$ cat src/hdl/crc8_radio_frame_builder_unit_macros.svh
// ----------------------------------------------------------------------------
// crc8_radio_frame_builder_unit_macros
// Assertion macros shared by the frame builder RTL.
// ----------------------------------------------------------------------------
`ifndef CRC8_RADIO_FRAME_BUILDER_UNIT_MACROS_SVH
`define CRC8_RADIO_FRAME_BUILDER_UNIT_MACROS_SVH

// Same-cycle implication, checked on clk, off while in reset.
`define CRFB_ASSERT_IMPL(label, ante, cons) \
	label: assert property (@(posedge clk) disable iff (!arst_n) (ante) |-> (cons)) \
		else $error("frame builder check failed");

// Next-cycle implication, checked on clk, off while in reset.
`define CRFB_ASSERT_NEXT(label, ante, cons) \
	label: assert property (@(posedge clk) disable iff (!arst_n) (ante) |=> (cons)) \
		else $error("frame builder check failed");

`endif

$ cat src/hdl/crfb_pkg.sv
// ----------------------------------------------------------------------------
// crfb_pkg
// Types, constants and the CRC-8 byte update for the radio frame builder.
// ----------------------------------------------------------------------------
package crfb_pkg;

	localparam int unsigned MAX_PAYLOAD = 243;

	localparam logic [7:0] CRC_POLY = 8'h07;
	localparam logic [7:0] SYNC_A   = 8'hAA;
	localparam logic [7:0] SYNC_B   = 8'h55;

	// Frame byte positions; one input item walks a subrange of these.
	localparam logic [3:0] POS_SYNC_A0 = 4'd0;
	localparam logic [3:0] POS_SYNC_B0 = 4'd1;
	localparam logic [3:0] POS_LEN_HI  = 4'd2;
	localparam logic [3:0] POS_LEN_LO  = 4'd3;
	localparam logic [3:0] POS_TS3     = 4'd4;
	localparam logic [3:0] POS_TS2     = 4'd5;
	localparam logic [3:0] POS_TS1     = 4'd6;
	localparam logic [3:0] POS_TS0     = 4'd7;
	localparam logic [3:0] POS_KIND    = 4'd8;
	localparam logic [3:0] POS_PAYLOAD = 4'd9;
	localparam logic [3:0] POS_CRC     = 4'd10;
	localparam logic [3:0] POS_SYNC_B1 = 4'd11;
	localparam logic [3:0] POS_SYNC_A1 = 4'd12;
	localparam logic [3:0] POS_DONE    = 4'd13;

	typedef struct packed {
		logic [7:0]  payload_byte;
		logic        has_byte;
		logic        first_item;
		logic        last_item;
		logic [7:0]  payload_count;
		logic [31:0] stamp;
		logic [7:0]  frame_kind;
	} in_item_t;

	typedef struct packed {
		logic [7:0] out_byte;
		logic       run_end;
		logic       frame_end;
	} out_item_t;

	function automatic logic [7:0] crc8_update(input logic [7:0] crc, input logic [7:0] b);
		logic [7:0] v;
		v = crc ^ b;
		for (int k = 0; k < 8; k++) begin
			v = v[7] ? ((v << 1) ^ CRC_POLY) : (v << 1);
		end
		return v;
	endfunction

endpackage

$ cat src/hdl/crc8_radio_frame_builder_unit.sv
// ----------------------------------------------------------------------------
// crc8_radio_frame_builder_unit
// Streams payload items into AA 55 | LEN | TS | KIND | payload | CRC8 | 55 AA.
// ----------------------------------------------------------------------------
//  channel | handshake             | payload
//  --------+-----------------------+---------------------------------------
//  input   | in_valid / in_ready   | in_data  (in_item_t), one item a beat
//  output  | out_valid / out_ready | out_data (out_item_t), one byte a beat
//
//  An item sits in the stage register and emits one frame byte per cycle into
//  the output register while not stalled: 9 bytes for a header, 1 for a payload
//  byte, 3 for the trailer, up to 13 for a first-and-last item; an item with
//  no bytes emits none; the stage reloads in the cycle its last byte goes out.
//  Reset (arst_n low) empties both registers and closes any open frame.
//  Output stalls hold the output register and, through it, the stage.
// ----------------------------------------------------------------------------
`include "crc8_radio_frame_builder_unit_macros.svh"

module crc8_radio_frame_builder_unit
	import crfb_pkg::*;
(
	input  logic      clk,
	input  logic      arst_n,
	input  logic      in_valid,
	output logic      in_ready,
	input  in_item_t  in_data,
	output logic      out_valid,
	input  logic      out_ready,
	output out_item_t out_data
);

	in_item_t   item_s1;
	logic       valid_s1;
	logic [3:0] pos_s1;

	logic       out_valid_q;
	out_item_t  out_data_q;

	logic [7:0] crc_q;
	logic       in_frame_q;

	logic [3:0]  start_pos;
	logic [3:0]  next_pos;
	logic        live;
	logic        drop;
	logic        emit;
	logic        item_done;
	logic [16:0] count_sat;
	logic [15:0] frame_len;
	logic [7:0]  cur_byte;
	logic        cur_crc;

	// Where a fresh item starts in the frame byte sequence.
	always_comb begin
		if (in_data.first_item) begin
			start_pos = POS_SYNC_A0;
		end else if (in_data.has_byte) begin
			start_pos = POS_PAYLOAD;
		end else if (in_data.last_item) begin
			start_pos = POS_CRC;
		end else begin
			start_pos = POS_DONE;
		end
	end

	always_comb begin
		case (pos_s1)
			POS_KIND: begin
				if (item_s1.has_byte) begin
					next_pos = POS_PAYLOAD;
				end else if (item_s1.last_item) begin
					next_pos = POS_CRC;
				end else begin
					next_pos = POS_DONE;
				end
			end
			POS_PAYLOAD: next_pos = item_s1.last_item ? POS_CRC : POS_DONE;
			POS_SYNC_A1: next_pos = POS_DONE;
			POS_DONE:    next_pos = POS_DONE;
			default:     next_pos = pos_s1 + 4'd1;
		endcase
	end

	always_comb begin
		if ({9'd0, item_s1.payload_count} > 17'(MAX_PAYLOAD)) begin
			count_sat = 17'(MAX_PAYLOAD);
		end else begin
			count_sat = {9'd0, item_s1.payload_count};
		end
		frame_len = 16'(count_sat + 17'd5);
	end

	always_comb begin
		cur_crc = 1'b0;
		case (pos_s1)
			POS_SYNC_A0: cur_byte = SYNC_A;
			POS_SYNC_B0: cur_byte = SYNC_B;
			POS_LEN_HI:  cur_byte = frame_len[15:8];
			POS_LEN_LO:  cur_byte = frame_len[7:0];
			POS_TS3: begin
				cur_byte = item_s1.stamp[31:24];
				cur_crc  = 1'b1;
			end
			POS_TS2: begin
				cur_byte = item_s1.stamp[23:16];
				cur_crc  = 1'b1;
			end
			POS_TS1: begin
				cur_byte = item_s1.stamp[15:8];
				cur_crc  = 1'b1;
			end
			POS_TS0: begin
				cur_byte = item_s1.stamp[7:0];
				cur_crc  = 1'b1;
			end
			POS_KIND: begin
				cur_byte = item_s1.frame_kind;
				cur_crc  = 1'b1;
			end
			POS_PAYLOAD: begin
				cur_byte = item_s1.payload_byte;
				cur_crc  = 1'b1;
			end
			POS_CRC:     cur_byte = crc_q;
			POS_SYNC_B1: cur_byte = SYNC_B;
			POS_SYNC_A1: cur_byte = SYNC_A;
			default:     cur_byte = 8'h00;
		endcase
	end

	// Payload and trailer bytes only go out while a frame is open.
	assign live      = valid_s1 && (pos_s1 != POS_DONE)
	                   && ((pos_s1 < POS_PAYLOAD) || in_frame_q);
	assign drop      = valid_s1 && !live;
	assign emit      = live && (!out_valid_q || out_ready);
	assign item_done = drop || (emit && (next_pos == POS_DONE));
	assign in_ready  = !valid_s1 || item_done;

	always_ff @(posedge clk or negedge arst_n) begin
		if (!arst_n) begin
			valid_s1 <= 1'b0;
			pos_s1   <= POS_DONE;
		end else if (in_ready) begin
			valid_s1 <= in_valid;
			pos_s1   <= start_pos;
		end else if (emit) begin
			pos_s1 <= next_pos;
		end
	end

	always_ff @(posedge clk) begin
		if (in_ready && in_valid) begin
			item_s1 <= in_data;
		end
	end

	always_ff @(posedge clk or negedge arst_n) begin
		if (!arst_n) begin
			crc_q      <= 8'h00;
			in_frame_q <= 1'b0;
		end else if (emit) begin
			if (pos_s1 == POS_SYNC_A0) begin
				crc_q      <= 8'h00;
				in_frame_q <= 1'b1;
			end else if (pos_s1 == POS_SYNC_A1) begin
				crc_q      <= 8'h00;
				in_frame_q <= 1'b0;
			end else if (cur_crc) begin
				crc_q <= crc8_update(crc_q, cur_byte);
			end
		end
	end

	always_ff @(posedge clk or negedge arst_n) begin
		if (!arst_n) begin
			out_valid_q <= 1'b0;
		end else if (emit) begin
			out_valid_q <= 1'b1;
		end else if (out_ready) begin
			out_valid_q <= 1'b0;
		end
	end

	always_ff @(posedge clk) begin
		if (emit) begin
			out_data_q.out_byte  <= cur_byte;
			out_data_q.run_end   <= (next_pos == POS_DONE);
			out_data_q.frame_end <= (pos_s1 == POS_SYNC_A1);
		end
	end

	assign out_valid = out_valid_q;
	assign out_data  = out_data_q;

	// Trailer AA always closes its item's run.
	`CRFB_ASSERT_IMPL(a_frame_end_run_end, out_valid_q && out_data_q.frame_end, out_data_q.run_end)
	// A busy stage that does not finish keeps its item.
	`CRFB_ASSERT_NEXT(a_stage_holds, valid_s1 && !item_done, valid_s1 && $stable(item_s1))
	// Emitting the closing AA closes the frame.
	`CRFB_ASSERT_NEXT(a_trailer_closes, emit && (pos_s1 == POS_SYNC_A1), !in_frame_q && (crc_q == 8'h00))
	// Header start opens the frame.
	`CRFB_ASSERT_NEXT(a_header_opens, emit && (pos_s1 == POS_SYNC_A0), in_frame_q)

endmodule
$ cat config.mk
export PLATFORM = sky130hd
export DESIGN_NAME = crc8_radio_frame_builder_unit
export DESIGN_NICKNAME = d
export VERILOG_FILES = /design/src/hdl/crfb_pkg.sv /design/src/hdl/crc8_radio_frame_builder_unit.sv
export VERILOG_INCLUDE_DIRS = /design/src /design/src/hdl
export SDC_FILE = /design/constraint.sdc
export NUM_CORES = 1
export LEC_CHECK = 0
export BUFFER_PORTS_ARGS = -buffer_cell sky130_fd_sc_hd__buf_2
export CAP_MARGIN = 20
export CORE_MARGIN = 3
export CORE_UTILIZATION = 50
export CTS_CLUSTER_SIZE = 20
export DETAILED_ROUTE_END_ITERATION = 12
export GPL_TIMING_DRIVEN = 0
export PLACE_DENSITY = 0.73
export SYNTH_ARGS = -nofsm -noshare
export SYNTH_HDL_FRONTEND = slang
export SYNTH_SLANG_ARGS = --single-unit
$ cat constraint.sdc
create_clock -name clk -period 7.8 [get_ports clk]
set_input_delay 1.17 -clock clk [delete_from_list [all_inputs] [get_ports clk]]
set_output_delay 1.17 -clock clk [all_outputs]
set_load 0.01 [all_outputs]
==> impl_metrics.ini <==
[status]
outcome = completed

[global_routing]
grt_pass1_wl_um = 13850
grt_pass1_vias = 2811
grt_start_max_net_pins = 35
grt-ovfl-total = 0
antenna_found_initial = 0
grt_usage = 0.2064

[clock_network]
htreeDepth = 3
cts_max_path_buffers = 2
cts_resized = 0
ctsHoldBuffers = 0
post_cts_buffers = 0
numCtsBuffers = 9
clock-root-buffer = clkbuf_8
clkSinkCount = 83
clk_latency_ns = 0.36
path_clk_slew_ns = 0.08
cts_tree = done

[logic_synthesis]
seq_area_frac_synth = 0.6114
synth_top_area_share = 0.5156
synth.most_common_cell = edfxtp_1
syn_nets = 387
ys_ff_latch = 83
yosys-top-cells-area = edfxtp_1 (52%), dfrtp_1 (7.6%), o21ai_0 (3.2%)
syn_avg_cell_area_um2 = 12.41
syn_inst = 319
async_flop_share = 0.1807
ys_types = 55
yosys_warnings = 0
ys.flop_type = edfxtp_1
syn_area_um2 = 3960
synth_edf_count = 68
synth_top_cells_by_count = edfxtp_1 (68), o21ai_0 (25), a21oi_1 (23)
synth_top_area_cell = edfxtp_1

[sta]
setup_tns_ns = 0
worst_pin_slew_ns = 0.8172
max-slew-margin-rel = 0.4552
final.min_clock_period_ns = 4.413
post-route-period-util = 0.5658
fmax_mhz = 226.6
hold_viol_final = 0
clock_skew_ns = 0.01200
setup_viol = 0
slew_violations = 0
grt_setup_unrepaired = false

[worst_setup_path]
worstSetupStartpointType = flip-flop
slowest_stage = dfstp_2
worst_ep_required_time_ns = 6.63
crit_chain = ha_1 -> clkbuf_1 -> clkbuf_1 -> nor2_1 -> nand2_1 -> nand2_1 -> nor4b_1 -> a21o_1 -> buf_2 -> buf_2
cp_slowest_stage_delay_ns = 0.60
end_kind = primary output
critPathMaxFanout = 10
crit_type = flip-flop to primary output
crit_arrival_ns = 3.24
r2r_slack_ns = 3.80

[final_layout]
multi_input_area_um2 = 1406
drive_gt1_frac = 0.2634
stdcell_area_um2 = 4683
register_area_um2 = 2421
syn_to_final_growth_pct = 18.26
final-instance-count-excl-fill = 509
nets = 473
antenna_cells = 0
nFillCells = 604

[drt]
dr.pass1.iters = 5
via_per_inst = 5.672
wire_per_inst_um = 16.83
vias = 2887
drtIter0Drc = 254
drc = 0
wirelength_um = 8565
antenna_left = 0

[die]
pin_count = 75
core_um2 = 7447
die_w_um = 95.00
die_h_um = 95.00
initial_core_util = 0.5318
dieArea_um2 = 9024
rows = 31

[power_and_ir_drop]
seqPwrFrac = 0.331
pwr-share-clk = 0.131
vdd_drop_max_mv = 0.2129
comb_power_share = 0.539
p_leak_uw = 0.001835
p_int_uw = 1410
switchingPower_uw = 974.1
p_per_area_nw_per_um2 = 509.1
power.share.switching = 0.4085
power.total_uw = 2384

[run]
max-cap-violations = 0

[hold_path]
hold_class = flip-flop to flip-flop

[placement]
dp_cells = 493
dpl_cell_area_um2 = 4483
portBuffers = 74
dp_hpwl_um = 6244
gp_congestion = 0.8891
## cell usage in the layout, fill, tap and decap left out, types with 2 or more instances in the layout
cell and n:
a221oi_1 3, a21oi_1 23, inv_6 2, dfrtp_1 12, clkbuf_8 9, nand3_1 6
xnor2_1 14, ha_1 5, edfxtp_1 68, or2_2 2, buf_2 79, a222oi_1 3
a22oi_1 12, a31oi_1 3, a211oi_1 5, clkbuf_1 7, clkinv_4 2, nor2_1 17
inv_1 16, o22ai_1 2, nand2b_1 7, a22o_1 7, xnor3_1 4, nor3_1 7
or3_1 3, a21o_1 5, dfstp_2 3, nand2_1 20, xor2_1 5, nor2b_1 4
o21ai_0 25
## worst max-delay path, delay by kind of cell, from the launching register on
kind	cells	cell delay, ns
flops	1	0.60
compound gates	1	0.18
buf+inv	4	1.27
fa+ha+maj	1	0.16
simple gates	4	0.68
## path summary, 6_finish.rpt
| kind | start | end | depth (start not counted) |
|---|---|---|---|
| max | pos_s1[0]$_DFFE_PN1P_ | in_ready | 10 |
| min | crc_q[2]$_DFFE_PN0P_ | crc_q[2]$_DFFE_PN0P_ | 2 |
| max reg2reg | pos_s1[0]$_DFFE_PN1P_ | item_s1[29]$_DFFE_PP_ | 11 |
| min reg2reg | crc_q[2]$_DFFE_PN0P_ | crc_q[2]$_DFFE_PN0P_ | 2 |
| max in group asynchronous | arst_n | pos_s1[2]$_DFFE_PN1P_ | 1 |
| min in group asynchronous | arst_n | out_valid$_DFFE_PN0P_ | 1 |
## cells by family (layout without fill, tap and decap cells)
family	Yosys count	after routing	synth area share
AOI/OAI and AO/OA	102	102	0.1763
xor gates and xnor gates	23	23	0.06477
adders and majority gates	5	5	0.01580
buffers and inverters	31	122	0.03381
DFF	83	83	0.6114
muxes	1	1	0.002528
and+or+nand+nor	74	74	0.09542
## final cells by class
| type | count | area share |
|---|---|---|
| Timing Repair Buffer | 75 | 0.08496 |
| Sequential cell | 83 | 0.5170 |
| Inverter | 17 | 0.01363 |
| Clock inverter | 6 | 0.01550 |
| Tap cell | 99 | 0.02645 |
| Multi-Input combinational cell | 205 | 0.3003 |
| Clock buffer | 10 | 0.02725 |
| Buffer | 14 | 0.01496 |
## layer usage
metal | GRT usage | vias to the layer above | routed length, um
met5 | 0 | - | 0
met4 | 0.08413 | 0 | 138
met3 | 0.04303 | 18 | 684
met2 | 0.3165 | 138 | 4014
met1 | 0.2875 | 1353 | 3728
li1 | - | 1378 | -
## flip-flops by register name (all words and copies together), names as in the netlist
register    cells
pos_s1          4
crc_q           8
in_frame_q      1
item_s1        58
out_valid       1
valid_s1        1
out_data       10
## power by group through the flow
stage,combinational (uW),clock [uW],sequential (uW)
floorplan,965,0,794
global placement,1230,0,801
detailed placement,1270,0,797
CTS,1280,316,788
global route,1410,338,806
finish,1280,311,789
## stage by stage
step	setup slack [ns]	hold WS, ns	util
final	3.387	0.5762	0.6289
after global routing	3.111	0.5941	0.6289
after CTS	3.403	0.5697	0.6289
after detailed placement	3.819	0.5508	0.6020
after global placement	2.847	0.5350	0.5981
after floorplan	3.838	0.4973	-
Note: power is estimated with default switching activity, not from simulation.
